### src/rtl/tna_pkg.sv
// Package for the triangle normal and area block.
// Controller states, datapath operations and the command/status structs.
// No dependencies.
package tna_pkg;

  localparam int CROSS_TERMS = 6;
  localparam int SQ_TERMS    = 9;
  localparam int SQRT_STEPS  = 42;
  localparam int DIV_STEPS   = 18;
  localparam int COMPS       = 3;

  typedef enum logic [4:0] {
    ST_IDLE, ST_RD_A, ST_RD_B, ST_RD_C, ST_WAIT, ST_EDGE, ST_CROSS, ST_CROSS_WAIT,
    ST_CHECK, ST_SQ, ST_SQ_WAIT, ST_SQRT_INIT, ST_SQRT, ST_DIV_INIT, ST_DIV,
    ST_DIV_DONE, ST_FINISH
  } tna_state_t;

  typedef enum logic [3:0] {
    OP_NONE, OP_WRITE, OP_LOAD, OP_READ, OP_EDGE, OP_CROSS, OP_SQ, OP_SQRT_INIT,
    OP_SQRT, OP_DIV_INIT, OP_DIV, OP_DIV_DONE, OP_OUT, OP_OUT_DEG
  } tna_op_t;

  typedef struct packed {
    tna_op_t    op;
    logic [3:0] idx;
  } tna_cmd_t;

  typedef struct packed {
    logic zero;
    logic out_busy;
  } tna_status_t;

endpackage

### src/rtl/tna_ctrl.sv
// Controller for the triangle normal and area block.
// Sequences vertex reads, cross product, square root and divisions.
// Depends on tna_pkg.
module tna_ctrl import tna_pkg::*; (
  input  logic        clk,
  input  logic        rst,
  input  logic        in_valid,
  input  logic        in_func,
  output logic        in_ready,
  input  tna_status_t status,
  output tna_cmd_t    cmd
);

  tna_state_t state, state_next;
  logic [5:0] cnt, cnt_next;
  logic [1:0] comp, comp_next;
  logic       deg, deg_next;

  always_ff @(posedge clk) begin
    if (rst) begin
      state <= ST_IDLE;
      cnt   <= '0;
      comp  <= '0;
      deg   <= 1'b0;
    end else begin
      state <= state_next;
      cnt   <= cnt_next;
      comp  <= comp_next;
      deg   <= deg_next;
    end
  end

  always_comb begin
    state_next = state;
    cnt_next   = cnt;
    comp_next  = comp;
    deg_next   = deg;
    in_ready   = 1'b0;
    cmd.op     = OP_NONE;
    cmd.idx    = '0;
    case (state)
      ST_IDLE: begin
        in_ready = 1'b1;
        if (in_valid) begin
          if (!in_func) begin
            cmd.op = OP_WRITE;
          end else begin
            cmd.op     = OP_LOAD;
            state_next = ST_RD_A;
          end
        end
      end
      ST_RD_A: begin
        cmd.op     = OP_READ;
        cmd.idx    = 4'd0;
        state_next = ST_RD_B;
      end
      ST_RD_B: begin
        cmd.op     = OP_READ;
        cmd.idx    = 4'd1;
        state_next = ST_RD_C;
      end
      ST_RD_C: begin
        cmd.op     = OP_READ;
        cmd.idx    = 4'd2;
        state_next = ST_WAIT;
      end
      ST_WAIT: state_next = ST_EDGE;
      ST_EDGE: begin
        cmd.op     = OP_EDGE;
        cnt_next   = '0;
        state_next = ST_CROSS;
      end
      ST_CROSS: begin
        cmd.op  = OP_CROSS;
        cmd.idx = cnt[3:0];
        cnt_next = cnt + 6'd1;
        if (cnt == 6'(CROSS_TERMS - 1)) begin
          state_next = ST_CROSS_WAIT;
        end
      end
      ST_CROSS_WAIT: state_next = ST_CHECK;
      ST_CHECK: begin
        deg_next = status.zero;
        cnt_next = '0;
        state_next = status.zero ? ST_FINISH : ST_SQ;
      end
      ST_SQ: begin
        cmd.op  = OP_SQ;
        cmd.idx = cnt[3:0];
        cnt_next = cnt + 6'd1;
        if (cnt == 6'(SQ_TERMS - 1)) begin
          state_next = ST_SQ_WAIT;
        end
      end
      ST_SQ_WAIT: state_next = ST_SQRT_INIT;
      ST_SQRT_INIT: begin
        cmd.op     = OP_SQRT_INIT;
        cnt_next   = '0;
        state_next = ST_SQRT;
      end
      ST_SQRT: begin
        cmd.op   = OP_SQRT;
        cnt_next = cnt + 6'd1;
        if (cnt == 6'(SQRT_STEPS - 1)) begin
          comp_next  = '0;
          state_next = ST_DIV_INIT;
        end
      end
      ST_DIV_INIT: begin
        cmd.op     = OP_DIV_INIT;
        cmd.idx    = {2'b00, comp};
        cnt_next   = '0;
        state_next = ST_DIV;
      end
      ST_DIV: begin
        cmd.op   = OP_DIV;
        cnt_next = cnt + 6'd1;
        if (cnt == 6'(DIV_STEPS - 1)) begin
          state_next = ST_DIV_DONE;
        end
      end
      ST_DIV_DONE: begin
        cmd.op    = OP_DIV_DONE;
        cmd.idx   = {2'b00, comp};
        comp_next = comp + 2'd1;
        state_next = (comp == 2'(COMPS - 1)) ? ST_FINISH : ST_DIV_INIT;
      end
      ST_FINISH: begin
        if (!status.out_busy) begin
          cmd.op     = deg ? OP_OUT_DEG : OP_OUT;
          state_next = ST_IDLE;
        end
      end
      default: state_next = ST_IDLE;
    endcase
  end

endmodule

### config.mk
export PLATFORM = sky130hd
export DESIGN_NAME = tna_ctrl
export DESIGN_NICKNAME = d
export VERILOG_FILES = /design/src/rtl/tna_pkg.sv /design/src/rtl/tna_ctrl.sv
export SDC_FILE = /design/constraint.sdc
export NUM_CORES = 1
export LEC_CHECK = 0
export BUFFER_PORTS_ARGS = -buffer_cell sky130_fd_sc_hd__buf_2
export CELL_PAD_IN_SITES_DETAIL_PLACEMENT = 1
export CELL_PAD_IN_SITES_GLOBAL_PLACEMENT = 1
export CORE_ASPECT_RATIO = 1.1
export CORE_MARGIN = 3
export CORE_UTILIZATION = 43
export CTS_BUF_LIST = sky130_fd_sc_hd__clkbuf_4
export CTS_CLUSTER_SIZE = 8
export DETAILED_ROUTE_END_ITERATION = 10
export PLACE_DENSITY_LB_ADDON = 0.15
export RECOVER_POWER = 50
export SYNTH_ARGS = -nofsm -noshare
export SYNTH_HDL_FRONTEND = slang
export SYNTH_SLANG_ARGS = --single-unit
export TNS_END_PERCENT = 1
### constraint.sdc
create_clock -name clk -period 2.08 [get_ports clk]
set_input_delay 0.312 -clock clk [delete_from_list [all_inputs] [get_ports clk]]
set_output_delay 0.312 -clock clk [all_outputs]
set_load 0.02 [all_outputs]
==> metrics.log, run 1 <==
[metrics] number of warnings printed during yosys synthesis: 0
[metrics] cell area after placement: 1270 um^2
[metrics] number of synthesized flops with an enable pin: 0
[metrics] pin count of the biggest net entering global routing: 16
[metrics] CTS tree: built
[metrics] detailed-route vias per instance: 6.17
[metrics] ant diodes: 0
[metrics] main combinational cell family by area after synthesis: compound AO/OA/AOI/OAI gates
[metrics] portion of the post-synthesis area used by sequential elements: roughly a quarter
[metrics] antenna violations before repair: 0
[metrics] worst setup skew after layout: 0.00864 ns
[metrics] adder-cell share of the synthesized area: 4.36%
[metrics] # port buffers: 14
[metrics] Fin. Hold Viols: 0
[metrics] Hold Path Sink: deg$_SDFFE_PP0N_
[metrics] Final Cycle Share: a little over nine tenths
[metrics] cell with the most instances after synthesis: sky130_fd_sc_hd__dfxtp_1
[metrics] Clock Path Buffers: 2
[metrics] maximum operating frequency: about 500 MHz
[metrics] xor/xnor cell area share of the yosys netlist: 0%
[metrics] cell at the root of the clock tree: sky130_fd_sc_hd__clkbuf_4
[metrics] average size of a mapped cell: approximately 7.4 um^2
[metrics] start of the worst register-to-register path: state[2]$_SDFFE_PP0P_
[metrics] Final Wtd Congestion: 0.831
[metrics] initial standard-cell utilization of the core: around 46%
[metrics] number of max-slew violations in the final report: 0
[metrics] reg2reg path depth: 4
[metrics] library cell appearing most often on the critical path: sky130_fd_sc_hd__buf_4
[metrics] delay of the slowest critical-path stage: 0.37 ns
[metrics] largest cells by area after synthesis: sky130_fd_sc_hd__dfxtp_1, sky130_fd_sc_hd__a21oi_1, sky130_fd_sc_hd__ha_1
[metrics] mapped cell area: 1150 um^2
[metrics] Max Cap Violations: 0
[metrics] placeable core region: 2520 um^2
[metrics] register-to-register path setup slack: roughly 0.16 ns
[metrics] final cell count without fillers: 205
[metrics] cell count after synthesis: roughly 160
[metrics] kind of critical path: reg -> out
[metrics] cell type with the highest aggregate area in the netlist: sky130_fd_sc_hd__dfxtp_1
[metrics] wirelength, routed: roughly 3600 um
[metrics] P per Cell Area: 545 nW/um^2
[metrics] Distinct cells, synth: 45
[metrics] post-DP HPWL: ~2600 um
[metrics] measured slew at the worst slew-check pin: ~0.9 ns
[metrics] compound-cell area share of the yosys netlist: a little under a third
[metrics] die area: 3320 um^2
[metrics] Slowest cell on crit path: sky130_fd_sc_hd__dfxtp_4
[metrics] detailed-route via count: 1,265
[metrics] maximum resistive drop on vdd: 0.000286 V
[metrics] CP arrival: 1.67 ns
[metrics] smallest setup slack after layout: between 0.09 and 0.1 ns
[metrics] number of nets in the synthesized netlist: around 170
[metrics] count of routing violations after the opening detailed-route iteration: 24
[metrics] layout cells sized above 1: 23.6%
[metrics] fraction of registers with async set/reset: 0%
[metrics] clock buffer count from CTS: 3
[metrics] crit start category: flop
[metrics] CP required: 1.77 ns
[metrics] clock insertion delay at the later pin of the skew report: 0.29 ns
[metrics] simple-gate area share of the yosys netlist: 30.4%
[metrics] Net count, final: 186
[metrics] worst-path fanout max: 10
[metrics] Final setup violation count: 0
[metrics] placed cell count: about 200
[metrics] Area Overhead vs Synth: 20.5%
[metrics] Hold Path Stages: 3
[metrics] top cell type's share of synthesized area: between 20 and 25%
[metrics] R2R Path End: cnt[2]$_SDFFE_PP0P_
[metrics] vias in the first global route: 1,205
[metrics] remaining routing DRC violations: 0
[metrics] register clock-pin slew on the reported worst setup and hold paths: 0.10 ns
[metrics] Min Clock Period, post-route: 1.99 ns
[metrics] total congestion overflow after global routing: 0
[metrics] number of top-level pins: 15
[metrics] leak pwr: 0.492 nW
[metrics] first-pass detailed-route iteration total: 4
[metrics] placement row count: 19
[metrics] # hold bufs at CTS: 0
[metrics] worst setup slack after placement: 0.137 ns
[metrics] total power: 0.753 mW
[metrics] die outline width: 55.3 um
[metrics] number of nets with antenna violations after detailed routing: 0
[metrics] Crit. End Element: primary output
[metrics] Chip Height: approximately 60 um
[metrics] Synth Flop Type: sky130_fd_sc_hd__dfxtp_1
[metrics] most common library cells after synthesis: sky130_fd_sc_hd__dfxtp_1, sky130_fd_sc_hd__a21oi_1, sky130_fd_sc_hd__nand2_1
[metrics] post-synthesis mux area share: 0.872%
[metrics] Hold/Removal Path Class: in -> reg
[metrics] run status: finished clean
[metrics] global-route wire length before repair: 5890 um
[metrics] clock sink count: 14
[metrics] startpoint of the most critical hold path: status[1]
[metrics] routed length per instance: 17.4 um
[metrics] Final Core Density: 54.9%
[metrics] H-tree Lvls: 1
[metrics] total non-filler cell area in the finished layout: 1380 um^2
[metrics] slew margin rel.: 39.9%
[metrics] global router's overall resource usage: 22.1%
[metrics] synthesis-stage register bit count: 14
[metrics] series of cell instances along the critical path: buf_4 > nor4b_4 > a31oi_1 > o21a_1 > o22ai_1 > buf_4
-- state kept, by name, summed over array words and instances, names as in the netlist --
name and flops:
deg 1, cnt 6, state 5, comp 2
-- critical path, delay by kind of cell, from the launching register on --
family	cells	cell delay, ns
flip-flops	1	0.37
AND/OR/NAND/NOR	1	0.28
buffers and inverters	2	0.35
AO/OA/AOI/OAI	3	0.39
-- cell type report --
cell class / count / area [um^2]
timing repair buffer: 28 / 183
tap: 31 / 38.8
fill: 326 / 1140
sequential: 14 / 293
inverter: 9 / 33.8
multi-input combinational: 120 / 812
clock buffer: 3 / 22.5
-- layout by cell type (no fill, tap or decap), types with 4 or more instances in the layout --
master and count:
sky130_fd_sc_hd__nand3_1 7, sky130_fd_sc_hd__inv_1 9, sky130_fd_sc_hd__a31oi_1 4, sky130_fd_sc_hd__a21oi_1 11, sky130_fd_sc_hd__buf_2 11, sky130_fd_sc_hd__o211ai_1 4
sky130_fd_sc_hd__nand2b_1 5, sky130_fd_sc_hd__ha_1 4, sky130_fd_sc_hd__o21ai_0 7, sky130_fd_sc_hd__nor3_1 5, sky130_fd_sc_hd__and2_1 4, sky130_fd_sc_hd__nand2_1 9
sky130_fd_sc_hd__nor2_1 9, sky130_fd_sc_hd__o22ai_1 4, sky130_fd_sc_hd__dfxtp_1 10, sky130_fd_sc_hd__buf_4 15, sky130_fd_sc_hd__nor2b_1 4
-- cell families after synthesis --
group / count (synthesis)
DFF: 14
adders and majority gates: 4
buffers and inverters: 21
muxes: 1
and+or+nand+nor: 63
AOI/OAI and AO/OA: 52
-- stage by stage --
| step | hold WS (ns) | TNS (ns) |
|---|---|---|
| floorplan | 0.385 | 0 |
| global placement | 0.447 | 0 |
| detailed placement | 0.489 | 0 |
| CTS | 0.314 | 0 |
| global route | 0.321 | -0.00936 |
| finish | 0.307 | 0 |
-- routing by layer --
| metal | vias to the layer above | global-route usage (%) | wire length (um) | part of all wire, % |
|---|---|---|---|---|
| met2 | 29 | 42.2 | 1890 | 53 |
| met4 | 0 | 7.64 | 48 | 1.3 |
| li1 | 617 | - | - | - |
| met5 | - | 0 | 0 | 0 |
| met1 | 612 | 25.7 | 1540 | 43 |
| met3 | 7 | 2.16 | 88 | 2.5 |
-- worst max-delay path by stage --
stage | depth (start not counted) | to | slack [ns] | from
floorplan | 5 | cmd[5] | 0.22 | state[2]$_SDFFE_PP0P_
global placement | 5 | cmd[3] | 0.18 | state[1]$_SDFFE_PP0P_
detailed placement | 5 | cmd[0] | 0.14 | state[1]$_SDFFE_PP0P_
CTS | 5 | cmd[0] | 0.01 | state[1]$_SDFFE_PP0P_
global route | 6 | cmd[4] | -0.009 | state[0]$_SDFFE_PP0P_
finish | 6 | cmd[6] | 0.09 | state[0]$_SDFFE_PP0P_
-- power by group --
part,switching [mW],internal (mW)
Clock,0.0981,0.0674
Combinational,0.167,0.126
Sequential,0.0151,0.279
Total,0.281,0.473
-- timing repair --
action	CTS	global route
setup endpoints to repair	7	7
buffers inserted	0	4
pin swaps	0	2
resized for setup	9	11
Note: power is estimated with default switching activity, not from simulation.
==> inputs of run 2 (changes only) <==
--- a/config.mk
+++ b/config.mk
@@ -10,8 +10,7 @@
 export CELL_PAD_IN_SITES_GLOBAL_PLACEMENT = 1
 export CORE_ASPECT_RATIO = 1.1
 export CORE_MARGIN = 3
-export CORE_UTILIZATION = 43
-export CTS_BUF_LIST = sky130_fd_sc_hd__clkbuf_4
+export CORE_UTILIZATION = 41
 export CTS_CLUSTER_SIZE = 8
 export DETAILED_ROUTE_END_ITERATION = 10
 export PLACE_DENSITY_LB_ADDON = 0.15
==> run 2 against run 1 <==
Compared with the run above: critical path depth fell by 1; sequential share of layout area fell by 0.59 points; flip-flop and latch count unchanged; maximum frequency down 2.9%; largest power group unchanged; core utilization down 0.45 points; critical path type unchanged; clock skew rose by 0.0021 ns; via count shrank 0.24%; routed wire length rose by 1.3%; clock power about the same; worst setup slack worse by 0.060 ns; global-route usage decreased by 0.34 points.
==> metrics.log, run 2 (synthesized netlist as in run 1, its figures left out) <==
[metrics] CP arrival: 1.73 ns
[metrics] Crit. End Element: primary output
[metrics] Net count, final: 186
[metrics] placeable core region: 2590 um^2
[metrics] H-tree Lvls: 1
[metrics] placed cell count: 197
[metrics] pin count of the biggest net entering global routing: 21
[metrics] detailed-route via count: between 1,000 and 1,500
[metrics] final cell count without fillers: approximately 210
[metrics] Top Usage Layer GRT: met2
[metrics] worst-path fanout max: 7
[metrics] Fin. Hold Viols: 0
[metrics] kind of critical path: reg -> out
[metrics] total congestion overflow after global routing: 0
[metrics] Chip Height: 61.5 um
[metrics] crit start category: flop
[metrics] Largest Register: cnt
[metrics] worst setup skew after layout: 0.0107 ns
[metrics] die area: 3470 um^2
[metrics] cell at the root of the clock tree: sky130_fd_sc_hd__clkbuf_4
[metrics] layout cells sized above 1: 27.0%
[metrics] smallest setup slack after layout: 0.0333 ns
[metrics] Largest regs: cnt (6), state (5), comp (2)
[metrics] part of the power in registers: 39.9%
[metrics] Max Cap Violations: 0
[metrics] number of max-slew violations in the final report: 0
[metrics] placement row count: 19
[metrics] die outline width: 56.4 um
[metrics] Hold/Removal Path Class: in -> reg
[metrics] fraction of met2 tracks used by global routing: 39.3%
[metrics] worst hold slack: ~0.30 ns
[metrics] Pint: 0.468 mW
[metrics] ant diodes: 0
[metrics] post-DP HPWL: about 2500 um
[metrics] initial standard-cell utilization of the core: 44.3%
[metrics] worst setup slack after placement: about 0.00077 ns
[metrics] switching power share of the total: a little under two fifths
[metrics] global router's overall resource usage: 21.7%
[metrics] antenna violations before repair: 0
[metrics] vias in the first global route: 1,238
[metrics] number of top-level pins: 15
[metrics] Area Overhead vs Synth: 22.9%
[metrics] routed length per instance: 17.6 um
[metrics] clock insertion delay at the later pin of the skew report: between 0.2 and 0.3 ns
[metrics] run status: finished clean
[metrics] detailed-route vias per instance: 6.16
[metrics] P per Cell Area: 530 nW/um^2
[metrics] Min Clock Period, post-route: 2.05 ns
[metrics] Comb pwr share: 37.9%
[metrics] count of routing violations after the opening detailed-route iteration: 41
[metrics] register clock-pin slew on the reported worst setup and hold paths: 0.10 ns
[metrics] global-route wire length before repair: 5910 um
[metrics] Final Cycle Share: 98.4%
[metrics] first-pass detailed-route iteration total: 4
[metrics] remaining routing DRC violations: 0
[metrics] commonest non-fill, non-tap cells in the layout: sky130_fd_sc_hd__buf_4, sky130_fd_sc_hd__a21oi_1, sky130_fd_sc_hd__nand2_1, sky130_fd_sc_hd__dfxtp_1, sky130_fd_sc_hd__buf_2
[metrics] met1 Usage GRT: 26.7%
[metrics] Global Route met3 Usage: a little under 3%
[metrics] Final setup violation count: 0
[metrics] Final Wtd Congestion: 0.816
[metrics] # port buffers: 14
[metrics] clock share of power: 22.2%
[metrics] clock sink count: 14
[metrics] # hold bufs at CTS: 0
[metrics] maximum resistive drop on vdd: 0.000293 V
[metrics] most common cell after layout, fill and taps aside: sky130_fd_sc_hd__buf_4
[metrics] RSZ-0062 raised after global routing: yes
[metrics] net switching power: ~0.28 mW
[metrics] wirelength, routed: 3620 um
[metrics] Clock Path Buffers: 2
[metrics] leak pwr: 0.509 nW
[metrics] number of nets with antenna violations after detailed routing: 0
[metrics] CTS tree: built
[metrics] clock buffer count from CTS: 3
[metrics] slew margin rel.: 64.2%
[metrics] number of flip-flops under the largest register name: 6
[metrics] maximum operating frequency: between 400 and 500 MHz
[metrics] CP required: 1.77 ns
[metrics] measured slew at the worst slew-check pin: 0.538 ns
[run 2: changes by cell type in the layout (fill, tap and decap cells not counted), sizes merged]
cell,previous run,this run
buf,27,28
clkbuf,4,3
[run 2: critical path, cell delays in order, from the launching register on]
cell,delay [ns]
sky130_fd_sc_hd__dfxtp_4,0.39
sky130_fd_sc_hd__buf_6,0.14
sky130_fd_sc_hd__or3_4,0.37
sky130_fd_sc_hd__a21oi_4,0.24
sky130_fd_sc_hd__and2_4,0.17
sky130_fd_sc_hd__buf_4,0.13
[run 2: area by class of cell]
| class | instances | area (um^2) |
|---|---|---|
| fill | 331 | 1180 |
| multi-input combinational | 120 | 825 |
| inverter | 9 | 33.8 |
| tap | 31 | 38.8 |
| sequential | 14 | 290 |
| timing repair buffer | 28 | 200 |
| clock buffer | 3 | 22.5 |
[run 2: final timing paths]
path                                             from                    end  slack (ns)  cells after the start
worst min-delay path                        status[1]       deg$_SDFFE_PP0N_        0.30                      3
worst max-delay path            state[2]$_SDFFE_PP0P_                 cmd[2]        0.03                      5
worst min register to register       deg$_SDFFE_PP0N_       deg$_SDFFE_PP0N_        0.47                      2
worst max register to register  state[4]$_SDFFE_PP0P_  state[0]$_SDFFE_PP0P_        0.37                      4
[run 2: power by group through the flow]
stage	registers, mW	clock network [mW]	logic, mW
floorplan	0.288	0	0.174
global placement	0.298	0	0.229
detailed placement	0.302	0	0.233
CTS	0.298	0.170	0.245
global route	0.300	0.179	0.310
finish	0.298	0.166	0.283
[run 2: metal layers]
metal / vias to the layer above / wire [um]
li1: 619 / -
met1: 612 / 1630
met2: 24 / 1830
met3: 7 / 102
met4: 0 / 55
met5: - / 0
[run 2: metrics by stage]
step                power [mW]  area [um^2]  utilization, %  TNS, ns
floorplan                0.462         1150               -        0
global placement         0.528         1260            48.6        0
detailed placement       0.534         1260            48.6        0
CTS                      0.713         1320            51.1        0
global route             0.790         1410            54.4  -0.0200
finish                   0.747         1410            54.4        0
[run 2: timing repair]
| item | CTS | global route |
|---|---|---|
| resized for setup | 11 | 16 |
| setup endpoints to repair | 7 | 7 |
| setup buffers | 0 | 5 |
| pin swaps | 0 | 1 |
